File: src/hdl/iis_pkg.sv
// shared constants, types and register codes for the integral image stream
// no dependencies; every other file refers to it by scoped names
package iis_pkg;

  localparam int MAX_WIDTH  = 1024;
  localparam int MAX_HEIGHT = 1024;

  localparam int PIX_W  = 8;
  localparam int SUM_W  = 28;
  localparam int CFG_W  = 11;
  localparam int DATA_W = 32;
  localparam int ADDR_W = 3;

  localparam int COL_W = $clog2(MAX_WIDTH);
  localparam int ROW_W = $clog2(MAX_HEIGHT);
  localparam int RUN_W = $clog2(MAX_WIDTH * 255 + 1);

  localparam int COL_CMP_W = (CFG_W > COL_W + 1) ? CFG_W : COL_W + 1;
  localparam int ROW_CMP_W = (CFG_W > ROW_W + 1) ? CFG_W : ROW_W + 1;

  localparam logic [CFG_W-1:0] WIDTH_RST  = CFG_W'(1024);
  localparam logic [CFG_W-1:0] HEIGHT_RST = CFG_W'(1024);

  localparam int Q_DEPTH = 2;
  localparam int Q_AW    = $clog2(Q_DEPTH);

  typedef enum logic [0:0] {
    REG_FRAME_WIDTH  = 1'b0,
    REG_FRAME_HEIGHT = 1'b1
  } reg_idx_t;

  typedef struct packed {
    logic [CFG_W-1:0] frame_width;
    logic [CFG_W-1:0] frame_height;
  } cfg_t;

  typedef struct packed {
    logic [COL_W-1:0] col;
    logic             first_row;
    logic [RUN_W-1:0] run_sum;
    logic             row_end;
    logic             frame_end;
  } job_t;

endpackage

File: src/hdl/iis_queue.sv
// short job queue between front and back ends
// depends on iis_pkg
module iis_queue (
  input  logic          clk,
  input  logic          rst_n,
  input  logic          push,
  input  iis_pkg::job_t push_job,
  output logic          ready,
  input  logic          pop,
  output logic          valid,
  output iis_pkg::job_t pop_job
);

  iis_pkg::job_t            slot_r [iis_pkg::Q_DEPTH];
  logic [iis_pkg::Q_AW-1:0] wr_ptr_r;
  logic [iis_pkg::Q_AW-1:0] rd_ptr_r;
  logic [iis_pkg::Q_AW:0]   count_r;
  logic [iis_pkg::Q_AW:0]   count_nxt;

  assign ready   = (count_r != iis_pkg::Q_DEPTH[iis_pkg::Q_AW:0]);
  assign valid   = (count_r != '0);
  assign pop_job = slot_r[rd_ptr_r];

  always_comb begin
    count_nxt = count_r;
    if (push && !pop) begin
      count_nxt = count_r + 1'b1;
    end else if (pop && !push) begin
      count_nxt = count_r - 1'b1;
    end
  end

  always_ff @(posedge clk) begin
    if (push) begin
      slot_r[wr_ptr_r] <= push_job;
    end
  end

  always_ff @(posedge clk) begin
    if (!rst_n) begin
      wr_ptr_r <= '0;
      rd_ptr_r <= '0;
      count_r  <= '0;
    end else begin
      if (push) begin
        wr_ptr_r <= wr_ptr_r + 1'b1;
      end
      if (pop) begin
        rd_ptr_r <= rd_ptr_r + 1'b1;
      end
      count_r <= count_nxt;
    end
  end

endmodule

File: config.mk
export PLATFORM = sky130hd
export DESIGN_NAME = iis_queue
export DESIGN_NICKNAME = d
export VERILOG_FILES = /design/src/hdl/iis_pkg.sv /design/src/hdl/iis_queue.sv
export SDC_FILE = /design/constraint.sdc
export NUM_CORES = 1
export LEC_CHECK = 0
export BUFFER_PORTS_ARGS = -buffer_cell sky130_fd_sc_hd__buf_2
export CORE_ASPECT_RATIO = 0.9
export CORE_MARGIN = 4
export CORE_UTILIZATION = 45
export DETAILED_ROUTE_END_ITERATION = 8
export PLACE_DENSITY = 0.7
export SETUP_SLACK_MARGIN = 0.3
export SYNTH_ARGS = -nofsm -noshare
export SYNTH_HDL_FRONTEND = slang
export SYNTH_SLANG_ARGS = --single-unit
File: constraint.sdc
create_clock -name clk -period 3.7 [get_ports clk]
set_input_delay 0.185 -clock clk [delete_from_list [all_inputs] [get_ports clk]]
set_output_delay 0.185 -clock clk [all_outputs]
set_load 0.005 [all_outputs]
==> results.json, run 1 <==
{
  "cp-end-kind": "output pin",
  "ys_ff_latch": 67,
  "cts_root_buffer": "clkbuf_8",
  "core-area_sq_um": 5255,
  "synthMuxAreaShare_pct": 14.28,
  "maxSlewViolCount": 0,
  "fillerInstances": 427,
  "layout-drive-gt1-share_pct": 41.00,
  "grt_overflow": 0,
  "htree_levels": 3,
  "clk_latency_ps": 320,
  "multi_input_area_sq_um": 471.7,
  "synthFlopType": "edfxtp_1",
  "setup_viol": 0,
  "cp.required_ps": 3510,
  "seq_area_frac_synth_pct": 80.25,
  "placedCellCount": 251,
  "worstPathMaxFanout": 18,
  "rsz0062_at_grt": "false",
  "synthXorXnorAreaFrac_pct": 1.075,
  "met1Wirelength_mm": 1.571,
  "grt_pass1_vias": 1374,
  "min_path_type": "input port to flip-flop",
  "seq_area_sq_um": 1962,
  "drt_iter0_drc": 44,
  "cp_data_arrival_time_ps": 1890,
  "synth_cell_types": 17,
  "cts_resized": 0,
  "via_per_inst": 4.730,
  "async_flop_share_pct": 0,
  "period_needed_ps": 2073,
  "grt_use_total_pct": 13.63,
  "worst-setup-path-type": "flip-flop to output pin",
  "syn-cell-area_sq_um": 2445,
  "synthAdderAreaFrac_pct": 0.5118,
  "sw_frac_of_total_pct": 21.26,
  "powerDensity_nw_per_um2": 498.0,
  "wl_met3_um": 253,
  "dr_total_vias": 1263,
  "firstDrtPassIters": 4,
  "die_y_um": 77.93,
  "slew_headroom_pct": 41.22,
  "initial_core_util_pct": 46.52,
  "combPwrFrac_pct": 9.6,
  "top_layer": "met4",
  "synth_compound_area_share_pct": 0.8188,
  "pin_count": 68,
  "numPortBuffers": 67,
  "ant_nets": 0,
  "finalCritPeriodShare_pct": 56.03,
  "sequentialPowerShare_pct": 59.2,
  "cp_cell_sequence": "buf_4 > mux2_1 > buf_2",
  "min_delay_path_depth": 1,
  "antenna_found_initial": 0,
  "cts_buffers": 9,
  "maxCapViolations": 0,
  "cts-hold-fix-buffers": 0,
  "worst_setup_path_start_kind": "flip-flop",
  "p_leak_nw": 1.159,
  "setup_tns_ps": 0,
  "skew_ps": 4.293,
  "synth_top_family_by_area": "multiplexers",
  "dr_wl_met2_mm": 2.233,
  "whs_ps": 47.90,
  "crit_path_top_delay_cell": "dfxtp_1",
  "yosysMostFrequentCell": "edfxtp_1",
  "ff2ff_path_depth": 1,
  "power.internal_mw": 1.186,
  "yosys.area.top_type_share_pct": 76.15,
  "drcViolationCount": 0,
  "ys_warn_count": 0,
  "ir_drop_v": 0.0002240,
  "hold_viol": 0,
  "final_cells": 267,
  "status": "finished, final reports clean",
  "switchingPower_mw": 0.3201,
  "clkPwrFrac_pct": 31.3,
  "postCtsSetupBuffers": 0,
  "cts_tree": "built",
  "synth_area_leaders": "edfxtp_1, mux2_1, dfxtp_1",
  "nets": 231,
  "die_x_um": 85.70,
  "synthTopCellsByCount": "edfxtp_1, mux2_1, dfxtp_1, and2_1, buf_2",
  "critical-path-max-stage-delay_ps": 700,
  "wirelength_mm": 4.141,
  "p_total_mw": 1.506,
  "fp-row-count": 25,
  "grt_pass1_wl_mm": 6.686,
  "cts.clk_slew.worst_paths_ps": 70,
  "worstMarginPinSlew_ps": 879.9,
  "netlist_instances": 118,
  "dieArea_sq_um": 6678,
  "grt_max_degree": 33,
  "synth_edf_count": 62,
  "antennaDiodeCount": 0,
  "synth_largest_area_cell": "edfxtp_1",
  "place.gp.congestion": 0.7169,
  "clockBufferDepth": 2,
  "fmax_mhz": 482.4,
  "syn_to_final_growth_pct": 23.69,
  "numClockSinks": 67,
  "synth_fp_nets": 154,
  "detail_route.wl_per_cell_um": 15.51,
  "hpwlAfterDp_mm": 2.986,
  "synth-simple-area-share_pct": 2.303,
  "syn-mean-instance-area_sq_um": 20.72
}
==> sequential cells by signal, indices dropped and copies added (netlist names), named ones only <==
signal	cells
slot_r	62
count_r	2
rd_ptr_r	1
wr_ptr_r	1
==> worst paths after layout <==
kind	from	slack [ps]	endpoint
worst max-delay path	flip-flop	1630	pop_job[19]
worst min-delay path	push_job[18]	50	slot_r[1][18]
worst max register to register	wr_ptr_r	2260	slot_r[0][23]
worst min register to register	count_r[1]	560	count_r[1]
==> cell usage in the layout (no fill, tap or decap), types with 2 or more instances in the layout <==
master    instances
clkinv_2          2
clkbuf_1          3
xor2_1            2
and2_1            4
buf_2            67
clkbuf_8          9
buf_4             2
edfxtp_1         62
mux2_1           30
dfxtp_1           5
clkinv_1          2
==> per-layer routing <==
layer	up-vias	track usage [%]
li1	608	-
met1	609	14.39
met2	38	23.21
met3	8	4.883
met4	0	8.070
met5	-	0
==> critical path, delay by kind of cell, from the launching register on <==
family / cells / cell delay [ps]
flip-flops: 1 / 700
multiplexers: 1 / 360
buffers and inverters: 2 / 500
==> power by group through the flow <==
stage / Clock, mW / Combinational (mW) / Sequential (mW)
CTS: 0.486 / 0.149 / 0.892
floorplan: 0 / 0.0771 / 0.899
finish: 0.471 / 0.144 / 0.891
global route: 0.528 / 0.160 / 0.894
detailed placement: 0 / 0.147 / 0.908
global placement: 0 / 0.142 / 0.905
==> layout make-up <==
| type | count | share of cell area [%] |
|---|---|---|
| well taps | 67 | 2.772 |
| repair buffers | 69 | 11.58 |
| clock buffers | 12 | 4.468 |
| inverters | 1 | 0.1241 |
| clock inverters | 4 | 0.5792 |
| multi-input cells | 47 | 15.60 |
| flip-flops and latches | 67 | 64.87 |
==> per-stage QoR <==
| stage | setup slack (ps) | instance area (sq um) | util [%] |
|---|---|---|---|
| finish | 1627 | 3024 | 57.55 |
| global route | 1495 | 3024 | 57.55 |
| CTS | 1554 | 3024 | 57.55 |
| detailed placement | 1927 | 2872 | 54.64 |
| global placement | 1965 | 2872 | 54.64 |
| floorplan | 1543 | 2445 | - |
==> cell families (layout without fill, tap and decap cells) <==
group | Yosys count | count (layout)
and+or+nand+nor | 9 | 9
AOI/OAI and AO/OA | 3 | 3
xor gates and xnor gates | 3 | 3
buffers and inverters | 4 | 86
muxes | 31 | 31
adders and majority gates | 1 | 1
DFF | 67 | 67
Note: power is estimated with default switching activity, not from simulation.
==> run 2: changes to the inputs <==
--- a/config.mk
+++ b/config.mk
@@ -10,7 +10,7 @@
 export CORE_MARGIN = 4
 export CORE_UTILIZATION = 45
 export DETAILED_ROUTE_END_ITERATION = 8
-export PLACE_DENSITY = 0.7
+export PLACE_DENSITY = 0.73
 export SETUP_SLACK_MARGIN = 0.3
 export SYNTH_ARGS = -nofsm -noshare
 export SYNTH_HDL_FRONTEND = slang
==> constraint.sdc (replaced) <==
create_clock -name clk -period 1.8 [get_ports clk]
set_input_delay 0.09 -clock clk [delete_from_list [all_inputs] [get_ports clk]]
set_output_delay 0.09 -clock clk [all_outputs]
set_load 0.005 [all_outputs]
==> results.json, run 2 (synthesized netlist as in run 1, its figures left out) <==
{
  "status": "finished, final reports clean",
  "worstPathMaxFanout": 10,
  "ir_drop_v": 0.0006257,
  "fmax_mhz": 697.4,
  "setup_tns_ps": 0,
  "cp.required_ps": 1710,
  "syn_to_final_growth_pct": 42.27,
  "worst-setup-path-type": "flip-flop to output pin",
  "antenna_found_initial": 0,
  "layout-drive-gt1-share_pct": 38.14,
  "final_common_cell": "buf_2",
  "seq_area_sq_um": 1966,
  "cts_root_buffer": "clkbuf_8",
  "drt_iter0_drc": 38,
  "final_cells": 303,
  "min_path_type": "input port to flip-flop",
  "cp_data_arrival_time_ps": 1340,
  "clk_latency_ps": 330,
  "p_leak_nw": 1.358,
  "postCtsSetupBuffers": 0,
  "ff2ff_path_depth": 2,
  "most-common-layout-cells": "buf_2, edfxtp_1, dlygate4sd3_1",
  "cp_cell_sequence": "buf_6 > mux2_1 > buf_2",
  "fillerInstances": 365,
  "nets": 267,
  "antennaDiodeCount": 0,
  "ant_nets": 0,
  "die_y_um": 77.93,
  "crit_path_top_delay_cell": "dfxtp_4",
  "via_per_inst": 4.627,
  "grt_pass1_vias": 1532,
  "placedCellCount": 254,
  "slew_headroom_pct": 75.51,
  "powerDensity_nw_per_um2": 1010,
  "finalCritPeriodShare_pct": 79.66,
  "cts_buffers": 9,
  "skew_ps": 7.728,
  "htree_levels": 3,
  "cp-end-kind": "output pin",
  "largest_reg_flops": 62,
  "dieArea_sq_um": 6678,
  "grt_pass1_wl_mm": 7.410,
  "clockBufferDepth": 2,
  "maxSlewViolCount": 0,
  "numPortBuffers": 67,
  "core-area_sq_um": 5255,
  "firstDrtPassIters": 4,
  "worstMarginPinSlew_ps": 366.6,
  "maxCapViolations": 0,
  "crit_family": "flip-flops",
  "hpwlAfterDp_mm": 2.986,
  "whs_ps": 113.5,
  "multi_input_area_sq_um": 471.7,
  "grt_overflow": 0,
  "dr_total_vias": 1402,
  "worst_setup_path_start_kind": "flip-flop",
  "numClockSinks": 67,
  "detail_route.wl_per_cell_um": 15.47,
  "fp-row-count": 25,
  "worst-path-stages": 3,
  "place.gp.congestion": 0.8049,
  "die_x_um": 85.70,
  "regMostFlops": "slot_r",
  "drcViolationCount": 0,
  "wirelength_mm": 4.687,
  "top_regs": "slot_r x62, count_r x2",
  "cts_tree": "built",
  "critical-path-max-stage-delay_ps": 380,
  "grt_use_total_pct": 15.07,
  "path_buf_inv": 2,
  "hold_viol": 0,
  "min_delay_path_depth": 3,
  "rsz0062_at_grt": "false",
  "cts.clk_slew.worst_paths_ps": 70,
  "period_needed_ps": 1434,
  "pin_count": 68,
  "setup_viol": 0,
  "grt_max_degree": 23,
  "initial_core_util_pct": 46.52
}
## run 2: through the flow
| stage | util, % | setup WS (ps) | total power [mW] | cell area [sq um] |
|---|---|---|---|---|
| floorplan | - | 249.0 | 2.007 | 2452 |
| global placement | 55.31 | 608.8 | 2.165 | 2907 |
| detailed placement | 55.31 | 586.6 | 2.181 | 2907 |
| CTS | 65.48 | 293.2 | 3.526 | 3441 |
| global route | 66.19 | 304.9 | 3.668 | 3478 |
| finish | 66.19 | 366.1 | 3.512 | 3478 |
## run 2: worst register-to-register path, stage by stage (launching register included)
cell and delay, ps:
dfxtp_1 340, nor2b_4 340, buf_12 230
## run 2: final timing paths
path / startpoint / slack [ps] / to
min reg2reg: count_r[1] / 520 / count_r[1]
max: flip-flop / 370 / pop_job[19]
max reg2reg: wr_ptr_r / 590 / slot_r[0][7]
min: pop / 110 / flip-flop
## run 2: report_power, final
part	leakage [nW]	internal [mW]	total, mW	switching (mW)
Sequential	0.624	1.79	1.82	0.0280
Clock	0.108	0.763	1.29	0.530
Combinational	0.626	0.228	0.397	0.169
## run 2: routing by layer
layer	wire length, um	up-vias	track usage (%)
met1	1890	675	17.22
met3	211	10	4.246
met4	131	0	9.177
met2	2453	37	24.92
met5	0	-	0
li1	-	680	-
## run 2: what timing repair did
item | CTS | global route
gates cloned | 0 | 1
hold buffers | 32 | 0
resized for setup | 2 | 4
endpoints found under the setup margin | 21 | 31
hold endpoints to repair | 63 | 0
## run 2: layout make-up
cell class	instances	share of cell area, %
Clock buffer	9	3.561
Clock inverter	7	2.374
Inverter	1	0.1079
Multi-Input combinational cell	47	13.56
Sequential cell	67	56.51
Tap cell	67	2.410
Timing Repair Buffer	105	21.47
