File: src/hdl/iis_pkg.sv
// shared constants, types and register codes for the integral image stream
// no dependencies; every other file refers to it by scoped names
package iis_pkg;

  localparam int MAX_WIDTH  = 1024;
  localparam int MAX_HEIGHT = 1024;

  localparam int PIX_W  = 8;
  localparam int SUM_W  = 28;
  localparam int CFG_W  = 11;
  localparam int DATA_W = 32;
  localparam int ADDR_W = 3;

  localparam int COL_W = $clog2(MAX_WIDTH);
  localparam int ROW_W = $clog2(MAX_HEIGHT);
  localparam int RUN_W = $clog2(MAX_WIDTH * 255 + 1);

  localparam int COL_CMP_W = (CFG_W > COL_W + 1) ? CFG_W : COL_W + 1;
  localparam int ROW_CMP_W = (CFG_W > ROW_W + 1) ? CFG_W : ROW_W + 1;

  localparam logic [CFG_W-1:0] WIDTH_RST  = CFG_W'(1024);
  localparam logic [CFG_W-1:0] HEIGHT_RST = CFG_W'(1024);

  localparam int Q_DEPTH = 2;
  localparam int Q_AW    = $clog2(Q_DEPTH);

  typedef enum logic [0:0] {
    REG_FRAME_WIDTH  = 1'b0,
    REG_FRAME_HEIGHT = 1'b1
  } reg_idx_t;

  typedef struct packed {
    logic [CFG_W-1:0] frame_width;
    logic [CFG_W-1:0] frame_height;
  } cfg_t;

  typedef struct packed {
    logic [COL_W-1:0] col;
    logic             first_row;
    logic [RUN_W-1:0] run_sum;
    logic             row_end;
    logic             frame_end;
  } job_t;

endpackage

File: src/hdl/iis_if.sv
// valid/ready channel interfaces for pixel words and area sum words
// depends on iis_pkg for field widths
interface iis_pix_if;
  logic                      valid;
  logic                      ready;
  logic [iis_pkg::PIX_W-1:0] pixel;

  modport source (output valid, output pixel, input ready);
  modport sink (input valid, input pixel, output ready);
endinterface


File: src/hdl/iis_front.sv
// front end: accepts pixel words, tracks position and the running row sum
// depends on iis_pkg, iis_if
module iis_front (
  input  logic          clk,
  input  logic          rst_n,
  input  iis_pkg::cfg_t cfg,
  iis_pix_if.sink       in_pix,
  input  logic          q_ready,
  output logic          q_push,
  output iis_pkg::job_t q_job
);

  logic [iis_pkg::COL_W-1:0]     col_r;
  logic [iis_pkg::COL_W-1:0]     col_nxt;
  logic [iis_pkg::ROW_W-1:0]     row_r;
  logic [iis_pkg::ROW_W-1:0]     row_nxt;
  logic [iis_pkg::RUN_W-1:0]     run_r;
  logic [iis_pkg::RUN_W-1:0]     run_nxt;
  logic [iis_pkg::RUN_W-1:0]     run_sum;
  logic [iis_pkg::COL_CMP_W-1:0] w_ext;
  logic [iis_pkg::ROW_CMP_W-1:0] h_ext;
  logic [iis_pkg::COL_W-1:0]     w_last;
  logic [iis_pkg::ROW_W-1:0]     h_last;
  logic                          row_end;
  logic                          frame_end;

  // clamp width and height to 1..max, as last index
  always_comb begin
    w_ext = iis_pkg::COL_CMP_W'(cfg.frame_width);
    h_ext = iis_pkg::ROW_CMP_W'(cfg.frame_height);
    if (w_ext == '0) begin
      w_last = '0;
    end else if (w_ext > iis_pkg::COL_CMP_W'(iis_pkg::MAX_WIDTH)) begin
      w_last = iis_pkg::COL_W'(iis_pkg::MAX_WIDTH - 1);
    end else begin
      w_last = iis_pkg::COL_W'(w_ext - 1'b1);
    end
    if (h_ext == '0) begin
      h_last = '0;
    end else if (h_ext > iis_pkg::ROW_CMP_W'(iis_pkg::MAX_HEIGHT)) begin
      h_last = iis_pkg::ROW_W'(iis_pkg::MAX_HEIGHT - 1);
    end else begin
      h_last = iis_pkg::ROW_W'(h_ext - 1'b1);
    end
  end

  assign in_pix.ready = q_ready;
  assign q_push       = in_pix.valid && q_ready;

  assign run_sum   = run_r + iis_pkg::RUN_W'(in_pix.pixel);
  assign row_end   = col_r >= w_last;
  assign frame_end = row_end && (row_r >= h_last);

  assign q_job.col       = col_r;
  assign q_job.first_row = (row_r == '0);
  assign q_job.run_sum   = run_sum;
  assign q_job.row_end   = row_end;
  assign q_job.frame_end = frame_end;

  always_comb begin
    col_nxt = col_r;
    row_nxt = row_r;
    run_nxt = run_r;
    if (q_push) begin
      if (row_end) begin
        col_nxt = '0;
        run_nxt = '0;
        row_nxt = frame_end ? '0 : row_r + 1'b1;
      end else begin
        col_nxt = col_r + 1'b1;
        run_nxt = run_sum;
      end
    end
  end

  always_ff @(posedge clk) begin
    if (!rst_n) begin
      col_r <= '0;
      row_r <= '0;
      run_r <= '0;
    end else begin
      col_r <= col_nxt;
      row_r <= row_nxt;
      run_r <= run_nxt;
    end
  end

endmodule

File: src/flat_wrapper.sv
// flat-port wrapper written by rule: the top's interface ports become plain ports
module iis_front_flat 
  (clk, rst_n, cfg, q_ready, q_push, q_job, in_pix_valid, in_pix_pixel, in_pix_ready);
  iis_pix_if in_pix_i ();
  input  logic clk;
  input  logic rst_n;
  input  iis_pkg::cfg_t cfg;
  input  logic q_ready;
  output logic q_push;
  output iis_pkg::job_t q_job;
  input wire logic [$bits(in_pix_i.valid)-1:0] in_pix_valid;
  input wire logic [$bits(in_pix_i.pixel)-1:0] in_pix_pixel;
  output wire logic [$bits(in_pix_i.ready)-1:0] in_pix_ready;
  assign in_pix_i.valid = in_pix_valid;
  assign in_pix_i.pixel = in_pix_pixel;
  assign in_pix_ready = in_pix_i.ready;
  iis_front u_core (.clk(clk), .rst_n(rst_n), .cfg(cfg), .in_pix(in_pix_i), .q_ready(q_ready), .q_push(q_push), .q_job(q_job));
endmodule
File: config.mk
export PLATFORM = sky130hd
export DESIGN_NAME = iis_front_flat
export DESIGN_NICKNAME = d
export VERILOG_FILES = /design/src/hdl/iis_pkg.sv /design/src/hdl/iis_if.sv /design/src/hdl/iis_front.sv /design/src/flat_wrapper.sv
export SDC_FILE = /design/constraint.sdc
export NUM_CORES = 1
export LEC_CHECK = 0
export ABC_AREA = 1
export ABC_CLOCK_PERIOD_IN_PS = 5600
export BUFFER_PORTS_ARGS = -buffer_cell sky130_fd_sc_hd__buf_2
export CAP_MARGIN = 20
export CORE_MARGIN = 3
export CORE_UTILIZATION = 55
export CTS_BUF_LIST = sky130_fd_sc_hd__clkbuf_2 sky130_fd_sc_hd__clkbuf_4 sky130_fd_sc_hd__clkbuf_8
export DETAILED_ROUTE_END_ITERATION = 8
export GPL_TIMING_DRIVEN = 0
export PLACE_DENSITY = 0.76
export SLEW_MARGIN = 10
export SYNTH_ARGS = -nofsm -noshare
export SYNTH_HDL_FRONTEND = slang
export SYNTH_SLANG_ARGS = --single-unit
File: constraint.sdc
create_clock -name clk -period 5.6 [get_ports clk]
set_input_delay 1.4 -clock clk [delete_from_list [all_inputs] [get_ports clk]]
set_output_delay 1.4 -clock clk [all_outputs]
set_load 0.01 [all_outputs]
==> results.sh <==
export IMPL_grt_pass1_vias=3411
export IMPL_clock_latency_ps=290
export IMPL_yosysWarningCount=0
export IMPL_final_layout_size_suffix_gt1_share_pct=17.69
export IMPL_share_comb_of_total_power_pct=22.8
export IMPL_drcViolationCount=0
export IMPL_rsz0062_at_grt="false"
export IMPL_grt_start_max_net_pins=13
export IMPL_htree_num_levels=2
export IMPL_holdWs_ps=473.1
export IMPL_p_leak_uw=0.002121
export IMPL_timing_critical_path_max_delay_family="simple AND/OR/NAND/NOR gates"
export IMPL_critical_path_endpoint_type="output pin"
export IMPL_area_growth_syn_to_layout_pct=14.87
export IMPL_crit_cells=22
export IMPL_place_inst=700
export IMPL_yosysUniqueCellTypes=40
export IMPL_worst_path_max_fanout=6
export IMPL_grt_pass1_wl_um=14430
export IMPL_core_area_um2=6061
export IMPL_critical_path_max_stage_delay_ps=230
export IMPL_clock_skew_final_ps=9.472
export IMPL_maxCapViolCount=0
export IMPL_synth_avg_cell_area_um2=6.278
export IMPL_grtUsageMet3_pct=4.035
export IMPL_pwr_density_cell_nw_per_um2=154.8
export IMPL_worst_ep_required_time_ps=4200
export IMPL_power_share_clock_pct=32.6
export IMPL_hold_buffers=0
export IMPL_globalRouteOverflowTotal=0
export IMPL_die_height_um=85.88
export IMPL_worst_pin_slew_ps=569.0
export IMPL_tmin_final_ps=5233
export IMPL_cp_num_buf_inv=7
export IMPL_run_status="finished clean"
export IMPL_mappedNetlistNets=627
export IMPL_grt_met1_usage_pct=31.05
export IMPL_numPortBuffers=66
export IMPL_power_frac_seq_pct=44.6
export IMPL_post_drt_via_cell_ratio=5.198
export IMPL_drtPass1Iterations=4
export IMPL_finalSetupTns_ps=0
export IMPL_cts_tree="built"
export IMPL_wire_per_inst_um=11.63
export IMPL_maximum_buffer_depth_of_the_clock_tree=2
export IMPL_worst_r2r_path_depth=11
export IMPL_antenna_found_initial=0
export IMPL_timing_hold_worst_path_depth=2
export IMPL_pin_count=67
export IMPL_synthesis_instances=559
export IMPL_cts_resized=0
export IMPL_fp_row_count=28
export IMPL_final_cell_count_no_fill=708
export IMPL_timing_critical_path_cells="buf_2, inv_1, ha_1, nand2_1, nor2_2, nand2_1, nor2_2, nand2_2, o21ai_4, inv_2, o21ai_2, ha_1, nand2_1, inv_1, nand2_1, nand2_1, nand2_1, nand3_2, nand2_1, inv_1, buf_4, buf_2"
export IMPL_antenna_violating_nets_post_route=0
export IMPL_timing_critical_path_from_type="input port"
export IMPL_globalRoute_busiestLayer="met2"
export IMPL_final_hold_violation_count=0
export IMPL_post_dp_hpwl_um=6680
export IMPL_vdd_ir_drop_max_uv=100.6
export IMPL_initial_utilization_pct=57.91
export IMPL_worstHoldPathType="reg2reg"
export IMPL_power_total_uw=624.2
export IMPL_total_routing_usage_reported_by_global_routing_pct=23.33
export IMPL_clock_fmax_ghz=0.1911
export IMPL_power_report_internal_total_uw=427.5
export IMPL_postLayoutCoreUtil_pct=66.52
export IMPL_mappedNetlistArea_um2=3510
export IMPL_netSwitchingPower_uw=196.6
export IMPL_synth_seq_cells=38
export IMPL_finalNetCount=700
export IMPL_route_final_wire_length_um=8235
export IMPL_postCtsSetupRepairBufs=0
export IMPL_max_slew_margin_rel_pct=62.07
export IMPL_worst_endpoint_arrival_ps=3830
export IMPL_cp_slowest_cell="sky130_fd_sc_hd__ha_1"
export IMPL_clock_transition_time_at_the_flip_flop_clock_pins_of_the_worst_setup_and_hold_paths_ps=80
export IMPL_critical_path_most_common_cell="sky130_fd_sc_hd__nand2_1"
export IMPL_cts_inserted_buffers=5
export IMPL_antenna_cells=0
export IMPL_finalSetupViolCount=0
export IMPL_cts_root_buffer="sky130_fd_sc_hd__clkbuf_8"
export IMPL_power_switching_share_pct=31.50
export IMPL_fp_dieArea_um2=7375
export IMPL_maxSlewViolCount=0
export IMPL_drt_first_iter_violations=170
export IMPL_setup_worst_path_class="in2out"
export IMPL_vias=3680
export IMPL_gp_routability_congestion=0.8885
export IMPL_synth_seq_area_share_pct=21.68
export IMPL_post_route_period_util_pct=93.44
export IMPL_gr_usage_met2_pct=40.08
export IMPL_floorplan_die_width_um=85.88
export IMPL_cts_num_sinks=38
-- power by group through the flow --
stage	sequential [uW]	clock, uW	combinational (uW)
2_1_floorplan	284	0	92.7
3_5_place_dp	285	0	142
4_1_cts	278	207	143
3_3_place_gp	284	0	138
6_report	278	203	142
5_1_grt	279	217	161
-- metrics by stage --
stage / cell area (um2) / worst slack [ps]
2_1_floorplan: 3510 / 837.8
3_3_place_gp: 3934 / 341.6
3_5_place_dp: 3934 / 324.0
4_1_cts: 4029 / 319.6
5_1_grt: 4031 / 71.68
6_report: 4031 / 367.1
-- cell usage after synthesis (all sizes together) --
cell	n	area, um2
dfxtp	38	760.7
and2	7	43.79
nand4	10	77.57
nor3b	4	30.03
or2	2	12.52
o21ai	27	157.7
fa	1	20.02
inv	78	292.8
nor4	1	6.260
o21bai	1	7.510
or3	2	12.51
clkbuf	4	15.01
o31ai	3	22.52
a21boi	1	11.26
nand2	175	679.4
ha	33	412.9
nand3b	5	37.54
a21o	4	30.03
a21oi	34	177.7
nor2	59	249.0
nand3	41	227.7
xnor2	3	26.28
xor2	11	96.34
o21a	1	7.510
nor3	7	35.03
buf	7	60.06
-- path summary, 6_finish.rpt --
path                        start               to  slack [ps]
setup reg to reg  u_core.run_r[0]  u_core.run_r[8]        3560
hold reg to reg   u_core.run_r[2]  u_core.run_r[2]         470
hold / removal    u_core.run_r[2]  u_core.run_r[2]         470
setup / recovery          cfg[11]         q_job[0]         370
-- cell type report --
type / count / area [um2]
Multi-Input combinational cell: 432 / 2384
Clock inverter: 2 / 12.51
Fill cell: 608 / 2029
Inverter: 78 / 292.8
Clock buffer: 6 / 82.58
Sequential cell: 38 / 760.7
Buffer: 11 / 75.07
Tap cell: 75 / 93.84
Timing Repair Buffer: 66 / 330.3
-- cells in the final DEF, fill, tap and decap left out, types with 3 or more instances in the layout --
| cell type | Yosys | routed |
|---|---|---|
| sky130_fd_sc_hd__xnor2_1 | 3 | 3 |
| sky130_fd_sc_hd__nand2_2 | 6 | 7 |
| sky130_fd_sc_hd__nor2_2 | 5 | 5 |
| sky130_fd_sc_hd__inv_2 | 4 | 4 |
| sky130_fd_sc_hd__clkbuf_1 | 4 | 4 |
| sky130_fd_sc_hd__o21ai_0 | 17 | 17 |
| sky130_fd_sc_hd__nand4_1 | 9 | 9 |
| sky130_fd_sc_hd__nand3b_1 | 5 | 5 |
| sky130_fd_sc_hd__buf_2 | 0 | 66 |
| sky130_fd_sc_hd__o21ai_2 | 3 | 3 |
| sky130_fd_sc_hd__nor2_1 | 52 | 52 |
| sky130_fd_sc_hd__o21ai_1 | 6 | 6 |
| sky130_fd_sc_hd__clkbuf_8 | 0 | 6 |
| sky130_fd_sc_hd__a21oi_1 | 32 | 32 |
| sky130_fd_sc_hd__o31ai_1 | 3 | 3 |
| sky130_fd_sc_hd__nor3_1 | 7 | 7 |
| sky130_fd_sc_hd__inv_1 | 74 | 74 |
| sky130_fd_sc_hd__nand3_1 | 38 | 38 |
| sky130_fd_sc_hd__nor3b_1 | 4 | 4 |
| sky130_fd_sc_hd__xor2_1 | 11 | 11 |
| sky130_fd_sc_hd__and2_1 | 7 | 7 |
| sky130_fd_sc_hd__ha_1 | 33 | 33 |
| sky130_fd_sc_hd__buf_4 | 5 | 5 |
| sky130_fd_sc_hd__a21o_1 | 4 | 4 |
| sky130_fd_sc_hd__nand2_1 | 168 | 167 |
| sky130_fd_sc_hd__dfxtp_1 | 38 | 38 |
-- worst min-delay path, stage by stage, from the launching register on --
cell,delay [ps]
sky130_fd_sc_hd__dfxtp_1,320
sky130_fd_sc_hd__nand2_1,60
sky130_fd_sc_hd__a21oi_1,50
-- layer usage --
| layer | vias up | share of wire (%) | wire length [um] |
|---|---|---|---|
| met1 | 1651 | 49 | 4005 |
| met4 | 0 | 0.45 | 37 |
| met2 | 83 | 46 | 3776 |
| met5 | - | 0 | 0 |
| li1 | 1940 | - | - |
| met3 | 6 | 5.1 | 416 |
-- cells by family after synthesis --
logic type	synth area share, %
AND/OR/NAND/NOR	40.21
adder cells (fa/ha/maj)	12.34
XOR/XNOR	3.494
flip-flops	21.68
AO/OA/AOI/OAI	11.80
buffers and inverters	10.48
-- sequential cells by signal (all words and copies together) (netlist names) --
register and count:
u_core.run_r 18, u_core.row_r 10, u_core.col_r 10
Power figures use the tool's default switching activity.
