File: src/hdl/iis_pkg.sv
// shared constants, types and register codes for the integral image stream
// no dependencies; every other file refers to it by scoped names
package iis_pkg;

  localparam int MAX_WIDTH  = 1024;
  localparam int MAX_HEIGHT = 1024;

  localparam int PIX_W  = 8;
  localparam int SUM_W  = 28;
  localparam int CFG_W  = 11;
  localparam int DATA_W = 32;
  localparam int ADDR_W = 3;

  localparam int COL_W = $clog2(MAX_WIDTH);
  localparam int ROW_W = $clog2(MAX_HEIGHT);
  localparam int RUN_W = $clog2(MAX_WIDTH * 255 + 1);

  localparam int COL_CMP_W = (CFG_W > COL_W + 1) ? CFG_W : COL_W + 1;
  localparam int ROW_CMP_W = (CFG_W > ROW_W + 1) ? CFG_W : ROW_W + 1;

  localparam logic [CFG_W-1:0] WIDTH_RST  = CFG_W'(1024);
  localparam logic [CFG_W-1:0] HEIGHT_RST = CFG_W'(1024);

  localparam int Q_DEPTH = 2;
  localparam int Q_AW    = $clog2(Q_DEPTH);

  typedef enum logic [0:0] {
    REG_FRAME_WIDTH  = 1'b0,
    REG_FRAME_HEIGHT = 1'b1
  } reg_idx_t;

  typedef struct packed {
    logic [CFG_W-1:0] frame_width;
    logic [CFG_W-1:0] frame_height;
  } cfg_t;

  typedef struct packed {
    logic [COL_W-1:0] col;
    logic             first_row;
    logic [RUN_W-1:0] run_sum;
    logic             row_end;
    logic             frame_end;
  } job_t;

endpackage

File: src/hdl/iis_regs.sv
// apb-style register file holding frame width and height
// depends on iis_pkg
module iis_regs (
  input  logic                       clk,
  input  logic                       rst_n,
  input  logic                       psel,
  input  logic                       penable,
  input  logic                       pwrite,
  input  logic [iis_pkg::ADDR_W-1:0] paddr,
  input  logic [iis_pkg::DATA_W-1:0] pwdata,
  output logic [iis_pkg::DATA_W-1:0] prdata,
  output logic                       pready,
  output iis_pkg::cfg_t              cfg
);

  logic [iis_pkg::CFG_W-1:0] width_r;
  logic [iis_pkg::CFG_W-1:0] height_r;
  iis_pkg::reg_idx_t         idx;
  logic                      wr_en;

  assign idx    = iis_pkg::reg_idx_t'(paddr[2]);
  assign wr_en  = psel && penable && pwrite;
  assign pready = 1'b1;

  always_ff @(posedge clk) begin
    if (!rst_n) begin
      width_r  <= iis_pkg::WIDTH_RST;
      height_r <= iis_pkg::HEIGHT_RST;
    end else if (wr_en) begin
      case (idx)
        iis_pkg::REG_FRAME_WIDTH:  width_r  <= pwdata[iis_pkg::CFG_W-1:0];
        iis_pkg::REG_FRAME_HEIGHT: height_r <= pwdata[iis_pkg::CFG_W-1:0];
        default: ;
      endcase
    end
  end

  always_comb begin
    case (idx)
      iis_pkg::REG_FRAME_WIDTH:  prdata = iis_pkg::DATA_W'(width_r);
      iis_pkg::REG_FRAME_HEIGHT: prdata = iis_pkg::DATA_W'(height_r);
      default:                   prdata = '0;
    endcase
  end

  assign cfg.frame_width  = width_r;
  assign cfg.frame_height = height_r;

endmodule

File: config.mk
export PLATFORM = sky130hd
export DESIGN_NAME = iis_regs
export DESIGN_NICKNAME = d
export VERILOG_FILES = /design/src/hdl/iis_pkg.sv /design/src/hdl/iis_regs.sv
export SDC_FILE = /design/constraint.sdc
export NUM_CORES = 1
export LEC_CHECK = 0
export ABC_CLOCK_PERIOD_IN_PS = 800
export BUFFER_PORTS_ARGS = -buffer_cell sky130_fd_sc_hd__buf_2
export CAP_MARGIN = 20
export CORE_MARGIN = 4
export CORE_UTILIZATION = 35
export CTS_CLUSTER_DIAMETER = 60
export DETAILED_ROUTE_END_ITERATION = 8
export PLACE_DENSITY_LB_ADDON = 0.25
export SLEW_MARGIN = 30
export SYNTH_ARGS = -nofsm -noshare
export SYNTH_HDL_FRONTEND = slang
export SYNTH_SLANG_ARGS = --single-unit
File: constraint.sdc
create_clock -name clk -period 0.8 [get_ports clk]
set_input_delay 0.04 -clock clk [delete_from_list [all_inputs] [get_ports clk]]
set_output_delay 0.04 -clock clk [all_outputs]
set_load 0.02 [all_outputs]
==> results of run 1 <==
[state kept, by name (all words and copies together), names as in the netlist]
name and cells:
height_r 11, width_r 11
[cell families (layout without fill, tap and decap cells)]
group / count (synthesis) / in the layout / share of synthesized area, %
buffers and inverters: 28 / 100 / 18.0
DFF: 22 / 22 / 37.6
muxes: 33 / 33 / 29.4
other: 2 / 22 / 0.642
and+or+nand+nor: 35 / 35 / 14.3
[Yosys cell counts]
| master | instances |
|---|---|
| mux2_2 | 11 |
| dfxtp_1 | 22 |
| nand4b_4 | 1 |
| conb_1 | 2 |
| buf_6 | 2 |
| buf_4 | 23 |
| mux2i_1 | 22 |
| nand4_2 | 1 |
| nand2_1 | 30 |
| nor2b_1 | 3 |
| buf_2 | 3 |
[routing by layer]
metal  track usage, %  up-vias
li1                 -      542
met1             17.2      510
met2             26.7       47
met3             2.38        0
met4             3.89        0
met5                0        -
[power by group]
part | internal [mW] | leakage (nW) | switching (mW)
sequential | 1.12 | 0.187 | 0.0148
clock | 0.278 | 0.0210 | 0.344
combinational | 0.273 | 0.952 | 0.295
total | 1.67 | 1.16 | 0.654
[path summary, 6_finish.rpt]
kind / start / endpoint / slack [ns] / cells past startpoint
min reg2reg: width_r[3]$_SDFFE_PN0P_ / width_r[3]$_SDFFE_PN0P_ / 0.57 / 3
max: height_r[1]$_SDFFE_PN0P_ / prdata[1] / -0.29 / 2
max reg2reg: height_r[10]$_SDFFE_PN1P_ / height_r[10]$_SDFFE_PN1P_ / -0.05 / 4
min: pwdata[8] / width_r[8]$_SDFFE_PN0P_ / 0.005 / 3
[layout make-up]
cell class	count	share of cell area, %
sequential	22	21.9
multi-input combinational	90	29.2
timing repair buffer	96	44.6
clock buffer	4	1.70
tap	44	2.58
[layout by cell type (no fill, tap or decap), types with 5 or more instances in the layout]
cell type	n
mux2_4	6
mux2_2	5
buf_2	16
conb_1	22
buf_6	52
nand2_1	28
dlygate4sd3_1	10
mux2i_1	22
dfxtp_2	22
buf_4	14
[worst max-delay path, delay by kind of cell, from the launching register on]
family                 cells  cell delay [ns]
buffers and inverters      1             0.13
flip-flops                 1             0.35
multiplexers               1             0.27
[through the flow]
stage	hold slack, ns	util (%)	cells
after global placement	0.306	46.9	216
after detailed placement	0.311	46.9	216
after floorplan	0.201	-	140
final	0.00509	68.2	256
after global routing	0.0167	68.2	256
after CTS	0.00741	65.2	248
[what timing repair did]
action,in CTS,in global routing
resized for setup,106,14
setup endpoints to repair,33,34
hold buffers,10,0
hold endpoints to repair,19,0
setup buffers,18,13
==> impl_results.md, run 1 <==
* Sequential cell area at 468 sq um
* Failing checks: setup timing
* Register area share after synthesis at 37.6%
* Max cap viols at 0
* Detailed Routing Iterations Pass 1 at 4
* Iteration-0 DRC count of the detailed router at 45
* Slowest cell delay on critical path at 0.35 ns
* Required time of the critical path at 0.76 ns
* Fin nets at 253
* Clock Path Buffers at 2
* Largest net degree at the start of global routing at 31
* H-tree levels at 1
* Critical Path, Cell by Cell: mux2_2, buf_6
* # diodes at 0
* Routed len/inst at 12.8 um
* Critical path peak fanout at 2
* Num CTS Buffers at 3
* CTS clk-pin slew, worst paths at 0.13 ns
* Run status: complete, but fails checks
* Gr ovfl total at 0
* Largest area contributor in the netlist: dfxtp_1
* WL met2 at 1730 um
* Worst setup margin at -0.294 ns
* Initial antenna violation count at 0
* Root Driver: clkbuf_4
* Post-DP Area at 0.00147 sq mm
* Final Cell Area at 0.00213 sq mm
* Dpl hpwl at about 2100 um
* Leakage at between 1 and 1.5 nW
* Fin crit share at 137%
* DRC at 0
* Top post-synthesis cells by area: dfxtp_1 (38%), mux2i_1 (19%), buf_4 (15%)
* All-Layer GR Usage at 14.5%
* Clk_lat worst skew at 0.30 ns
* Crit path DAT at 1.05 ns
* Pwr dens at 1090 mW/mm^2
* RSZ-0062 raised after global routing: yes
* Met1 WL at 1340 um
* Core area at around 0.0031 sq mm
* Total wire length at 3280 um
* Syn-to-layout area delta at 82.2%
* Clock skew at 0 ns
* Ports at between 90 and 100
* Max Clk Rate at approximately 910 MHz
* CTS tree: done
* Fin crit period at 1.09 ns
* Final ANT Viol Nets at 0
* Worst hold-check path type: in2reg
* Synth Area per Inst at 9.75 sq um
* Peak supply drop at slightly below 0.7 mV
* Die Wd at 65.8 um
* Die ar. at 0.00433 sq mm
* CP endpoint kind: output pin
* Setup violations, final at 34
* Vias in the first global route at 1038
* Synthesized area at roughly 0.0012 sq mm
* Critical path class: reg2out
* Synthesized instance count at 120
* Hold Fails Final Rpt at 0
* Final count of pins violating max slew at 0
* # rows at 20
* #FFs+latches synth at 22
* Yosys warns at 0
* Die H at between 60 and 70 um
* Share of layout cells above drive strength 1 at between 50% and 60%
* CP startpoint kind: register
* RePlAce Congestion at 0.666
* Yosys top cell area share at 37.6%
* Post-synth cell types at 11
* Total power at 2.33 mW
* Routed vias/inst at ~4.3
* Setup TNS at -6.41 ns
* Pre-CTS setup slack at -0.0707 ns
* First-pass GRT wire length at roughly 4900 um
* Number of port buffers at 49
* Vias at around 1100
* CTS Sinks at 22
* Starting Density at 37.4%
* Slowest CP cell: dfxtp_2
* Wire length on met3 at 206 um
* Footprint of the multi-input gates at 622 sq um
* Fill cells at between 200 and 250
* Top Metal Used: met3
Note: power is estimated with default switching activity, not from simulation.
==> run 2, diff against run 1 <==
--- a/config.mk
+++ b/config.mk
@@ -13,6 +13,7 @@
 export CTS_CLUSTER_DIAMETER = 60
 export DETAILED_ROUTE_END_ITERATION = 8
 export PLACE_DENSITY_LB_ADDON = 0.25
+export SKIP_CTS_REPAIR_TIMING = 1
 export SLEW_MARGIN = 30
 export SYNTH_ARGS = -nofsm -noshare
 export SYNTH_HDL_FRONTEND = slang
==> constraint.sdc (replaced) <==
create_clock -name clk -period 0.8 [get_ports clk]
set_input_delay 0.08 -clock clk [delete_from_list [all_inputs] [get_ports clk]]
set_output_delay 0.08 -clock clk [all_outputs]
set_load 0.02 [all_outputs]
==> impl_results.md, run 2 (synthesis gave the netlist of run 1 again) <==
* Internal power at 1.53 mW (was 1.67 mW)
* Die Wd at 65.8 um (unchanged)
* Clk_lat worst skew at 0.29 ns (was 0.30 ns)
* Fin crit period at 1.13 ns (was 1.09 ns)
* Detailed Routing Iterations Pass 1 at 4 (unchanged)
* Largest net degree at the start of global routing at 31 (unchanged)
* Total wire length at 3020 um (was 3280 um)
* Initial antenna violation count at 0 (unchanged)
* Routed len/inst at 12.6 um (was 12.8 um)
* Delay-heaviest family, CP: flip-flops (unchanged)
* CP startpoint kind: register (unchanged)
* Clock share of power at 22.7% (was 26.7%)
* Leakage at 1.08 nW (was 1.16 nW)
* Final Cell Area at 0.00197 sq mm (was 0.00213 sq mm)
* Buffer and inverter count on the worst path at 1 (unchanged)
* Clock skew at 0 ns (unchanged)
* Pwr dens at 1080 mW/mm^2 (was 1090 mW/mm^2)
* DRC at 0 (unchanged)
* Critical path class: reg2out (unchanged)
* Final ANT Viol Nets at 0 (unchanged)
* Vias at 998 (was 1099)
* # diodes at 0 (unchanged)
* Fin nets at 238 (was 253)
* Worst setup margin at -0.326 ns (was -0.294 ns)
* Max cap viols at 0 (unchanged)
* Logic pwr share at 24.0% (was 24.4%)
* Num CTS Buffers at 3 (unchanged)
* R2R cell count at 4 (unchanged)
* Slowest cell delay on critical path at 0.35 ns (about the same)
* H-tree levels at 1 (unchanged)
* Flop pwr share at 53.3% (was 48.9%)
* Routed vias/inst at 4.16 (was 4.29)
* Core area at 0.00313 sq mm (unchanged)
* Hold Fails Final Rpt at 0 (unchanged)
* Die H at 65.8 um (unchanged)
* Worst hold-check path type: in2reg (unchanged)
* Number of port buffers at 49 (unchanged)
* Fin crit share at 141% (was 137%)
* Sw Ratio at 28.4% (was 28.1%)
* First-pass GRT wire length at 3880 um (was 4860 um)
* Commonest non-fill, non-tap cell in the layout: buf_6 (unchanged)
* Biggest regs: height_r: 11 flops, width_r: 11 flops (unchanged)
* Required time of the critical path at 0.72 ns (was 0.76 ns)
* Post-DP Area at 0.00158 sq mm (was 0.00147 sq mm)
* Iteration-0 DRC count of the detailed router at 39 (was 45)
* CP endpoint kind: output pin (unchanged)
* Setup violations, final at 34 (unchanged)
* Final Non-Filler Cells at 240 (was 256)
* Switching power total at 0.606 mW (was 0.654 mW)
* Run status: complete, but fails checks (unchanged)
* Most frequent cells in the layout: buf_6 (51), nand2_1 (29), mux2i_1 (22), conb_1 (22), dfxtp_2 (22) (was buf_6 (52), nand2_1 (28), mux2i_1 (22), conb_1 (22), dfxtp_2 (22))
* Crit path DAT at 1.05 ns (about the same)
* Root Driver: clkbuf_4 (unchanged)
* RSZ-0062 raised after global routing: yes (unchanged)
* Worst setup startpoint: width_r[9]$_SDFFE_PN0P_ (was height_r[1]$_SDFFE_PN0P_)
* Starting Density at 37.4% (unchanged)
* Hold_sp: pwdata[7] (was pwdata[8])
* # rows at 20 (unchanged)
* Max Clk Rate at 888 MHz (was 914 MHz)
* Slowest CP cell: dfxtp_2 (unchanged)
* CTS tree: done (unchanged)
* Peak supply drop at 0.566 mV (was 0.681 mV)
* Ports at 95 (unchanged)
* Gr ovfl total at 0 (unchanged)
* Failing checks: setup timing (unchanged)
* All-Layer GR Usage at 11.8% (was 14.5%)
* Inst Count DP at 232 (was 216)
* Dpl hpwl at 2080 um (was 2070 um)
* CTS Sinks at 22 (unchanged)
* Instance count on the critical path at 2 (unchanged)
* Fill cells at 259 (was 238)
* Final count of pins violating max slew at 0 (unchanged)
* Die ar. at 0.00433 sq mm (unchanged)
* CTS clk-pin slew, worst paths at 0.12 ns (was 0.13 ns)
* Footprint of the multi-input gates at 631 sq um (was 622 sq um)
* Sequential cell area at 468 sq um (unchanged)
* RePlAce Congestion at 0.706 (was 0.666)
* Vias in the first global route at 890 (was 1038)
* Share of layout cells above drive strength 1 at 61.2% (was 59.9%)
* Clock Path Buffers at 2 (unchanged)
* Critical Path, Cell by Cell: mux2_4, buf_6 (was mux2_2, buf_6)
* Hold path depth at 3 (unchanged)
* Syn-to-layout area delta at 68.7% (was 82.2%)
* Critical path peak fanout at 2 (unchanged)
* RR Startpoint: height_r[10]$_SDFFE_PN1P_ (unchanged)
## run 2: changes by cell type in the layout (fill, tap and decap cells not counted), sizes merged
cell,delta
dlygate4sd3,-10
buf,-5
clkbuf,-1
## run 2: layer usage
layer	part of all wire, %	global-route usage, %	wire, um	vias to the layer above
li1	-	-	-	503
met1	41	15.0	1250	452
met2	51	19.9	1540	43
met3	7.7	1.87	233	0
met4	0	4.66	0	0
met5	0	0	0	-
## run 2: final cells by class
class | instances | area share [%]
clock buffer | 3 | 1.14
multi-input combinational | 90 | 32.0
sequential | 22 | 23.7
tap | 44 | 2.79
timing repair buffer | 81 | 40.4
## run 2: worst register-to-register path: cells and delay by family (launching register included)
| family | cells | cell delay [ns] |
|---|---|---|
| buffers and inverters | 2 | 0.21 |
| DFF | 1 | 0.34 |
| muxes | 1 | 0.07 |
| and+or+nand+nor | 1 | 0.10 |
## run 2: stage by stage
stage	hold slack (ns)	total power, mW	util [%]	setup slack, ns	TNS [ns]
after floorplan	0.241	1.50	-	0.0212	0
after global placement	0.347	1.57	50.4	-0.115	-2.71
after detailed placement	0.360	1.58	50.4	-0.132	-3.00
after CTS	0.0244	2.07	51.1	-0.348	-7.98
after global routing	0.0280	2.22	63.1	-0.354	-7.88
final	0.0305	2.13	63.1	-0.326	-6.85
## run 2: power groups by stage
stage               Combinational [mW]  Sequential (mW)  Clock [mW]
global placement                 0.419             1.15           0
CTS                              0.426             1.13       0.513
floorplan                        0.309             1.19           0
finish                           0.512             1.14       0.483
detailed placement               0.424             1.16           0
global route                     0.547             1.14       0.535
## run 2: worst paths after layout
path	endpoint	slack [ns]
max reg2reg	height_r[10]$_SDFFE_PN1P_	-0.02
max	prdata[9]	-0.33
min reg2reg	width_r[2]$_SDFFE_PN0P_	0.57
min	width_r[7]$_SDFFE_PN0P_	0.03
==> run 3, diff against run 2 <==
==> constraint.sdc (replaced) <==
create_clock -name clk -period 0.8 [get_ports clk]
set_input_delay 0.08 -clock clk [delete_from_list [all_inputs] [get_ports clk]]
set_output_delay 0.08 -clock clk [all_outputs]
set_load 0.005 [all_outputs]
==> impl_results.md, run 3 (synthesis gave the netlist of run 1 again) <==
* Run status: complete, but fails checks (unchanged)
* Failing checks: setup timing (unchanged)
* Root Driver: clkbuf_4 (unchanged)
* All-Layer GR Usage at 12.9% (was 11.8%)
* CTS tree: done (unchanged)
* Total wire length at 2950 um (was 3020 um)
* Vias at 977 (was 998)
* R2R cell count at 4 (unchanged)
* Iteration-0 DRC count of the detailed router at 15 (was 39)
* Fin nets at 224 (was 238)
* Worst hold-check path type: in2reg (unchanged)
* Most frequent cells in the layout: buf_2 (32), nand2_1 (30), buf_6 (25) (was buf_6 (51), nand2_1 (29), mux2i_1 (22), conb_1 (22), dfxtp_2 (22))
* CTS Sinks at 22 (unchanged)
* Gr ovfl total at 0 (unchanged)
* RR Startpoint: width_r[8]$_SDFFE_PN0P_ (was height_r[10]$_SDFFE_PN1P_)
* Final Non-Filler Cells at 227 (was 240)
* Critical path class: reg2out (unchanged)
* CP endpoint kind: output pin (unchanged)
* Worst setup margin at -0.320 ns (was -0.326 ns)
* DRC at 0 (unchanged)
* Detailed Routing Iterations Pass 1 at 4 (unchanged)
* RePlAce Congestion at 0.667 (was 0.706)
* Biggest regs: height_r: 11 flops, width_r: 11 flops (unchanged)
* Clk_lat worst skew at 0.30 ns (was 0.29 ns)
* Die H at 65.8 um (unchanged)
* Hold path depth at 3 (unchanged)
* Critical path peak fanout at 2 (unchanged)
* Pwr dens at 1200 mW/mm^2 (was 1080 mW/mm^2)
* First-pass GRT wire length at 4220 um (was 3880 um)
* Ports at 95 (unchanged)
* Clock Path Buffers at 2 (unchanged)
* Inst Count DP at 217 (was 232)
* Reg2Reg Setup Slack at 0.01 ns (was -0.02 ns)
* # diodes at 0 (unchanged)
* Routed vias/inst at 4.30 (was 4.16)
* Vias in the first global route at 916 (was 890)
* Crit path DAT at 1.04 ns (was 1.05 ns)
* Hold_sp: pwdata[9] (was pwdata[7])
* Required time of the critical path at 0.72 ns (about the same)
* Routed len/inst at 13.0 um (was 12.6 um)
* Setup violations, final at 33 (was 34)
* CP startpoint kind: register (unchanged)
* Fill cells at 291 (was 259)
* Max Clk Rate at 893 MHz (was 888 MHz)
* Dpl hpwl at 2110 um (was 2080 um)
* Largest net degree at the start of global routing at 31 (unchanged)
* Syn-to-layout area delta at 49.0% (was 68.7%)
* Commonest non-fill, non-tap cell in the layout: buf_2 (was buf_6)
* Core area at 0.00313 sq mm (unchanged)
* CTS clk-pin slew, worst paths at 0.12 ns (about the same)
* Fin crit share at 140% (was 141%)
* Die ar. at 0.00433 sq mm (unchanged)
* Peak supply drop at 0.749 mV (was 0.566 mV)
* # rows at 20 (unchanged)
* Starting Density at 37.4% (unchanged)
* Max cap viols at 0 (unchanged)
* Clock skew at 0 ns (unchanged)
* Footprint of the multi-input gates at 617 sq um (was 631 sq um)
* Total power at 2.08 mW (was 2.13 mW)
* Leakage at 0.989 nW (was 1.08 nW)
* Die Wd at 65.8 um (unchanged)
* Final ANT Viol Nets at 0 (unchanged)
* Final Core Density at 55.7% (was 63.1%)
* Share of layout cells above drive strength 1 at 57.9% (was 61.2%)
* Number of port buffers at 49 (unchanged)
* RR Endpoint: width_r[8]$_SDFFE_PN0P_ (was height_r[10]$_SDFFE_PN1P_)
* Final count of pins violating max slew at 0 (unchanged)
* Initial antenna violation count at 0 (unchanged)
* Fin crit period at 1.12 ns (was 1.13 ns)
* Sequential cell area at 468 sq um (unchanged)
* Num CTS Buffers at 3 (unchanged)
* Hold Path End: width_r[9]$_SDFFE_PN0P_ (was width_r[7]$_SDFFE_PN0P_)
* Hold Fails Final Rpt at 0 (unchanged)
* H-tree levels at 1 (unchanged)
* RSZ-0062 raised after global routing: yes (unchanged)
==> run 3: cell types whose count changed in the layout (fill, tap and decap cells not counted) <==
cell | before | now
nand2_2 | 1 | 0
clkbuf_8 | 0 | 1
buf_6 | 51 | 25
buf_12 | 3 | 4
nand2_1 | 29 | 30
buf_4 | 11 | 6
mux2_2 | 2 | 5
buf_2 | 16 | 32
mux2_4 | 9 | 6
==> run 3: layout make-up <==
type	instances	area share, %
multi-input cells	90	35.4
clock buffers	4	2.08
flip-flops and latches	22	26.8
well taps	44	3.16
repair buffers	67	32.5
==> run 3: worst max-delay path by stage <==
stage,start,to,slack [ns],depth (start not counted)
after detailed placement,paddr[2],prdata[5],-0.13,4
after floorplan,height_r[10]$_SDFFE_PN1P_,prdata[10],0.15,1
after global routing,width_r[4]$_SDFFE_PN0P_,prdata[4],-0.36,2
after CTS,width_r[5]$_SDFFE_PN0P_,prdata[5],-0.34,2
after global placement,paddr[2],prdata[5],-0.11,4
final,width_r[8]$_SDFFE_PN0P_,prdata[8],-0.32,2
==> run 3: metrics by stage <==
| stage | hold WS, ns | worst slack [ns] | setup TNS (ns) | cell area, sq um |
|---|---|---|---|---|
| finish | 0.0225 | -0.320 | -5.34 | 1740 |
| global route | 0.0217 | -0.361 | -6.69 | 1740 |
| CTS | 0.0234 | -0.339 | -5.89 | 1510 |
| detailed placement | 0.357 | -0.127 | -1.94 | 1480 |
| global placement | 0.346 | -0.115 | -1.34 | 1480 |
| floorplan | 0.241 | 0.148 | 0 | 1240 |
==> run 3: power by group <==
group	internal (mW)	switching [mW]
logic	0.187	0.162
registers	1.12	0.0175
clock network	0.278	0.317
==> run 3: metal layers <==
layer  wire (um)  up-vias  global-route usage (%)
li1            -      475                       -
met1        1170      449                    14.7
met2        1510       48                    22.8
met3         227        5                    3.57
met4          42        0                    4.66
met5           0        -                       0
==> run 3: critical path, cell delays in order (launching register included) <==
cell     delay [ns]
dfxtp_2        0.35
mux2_4         0.27
buf_6          0.12
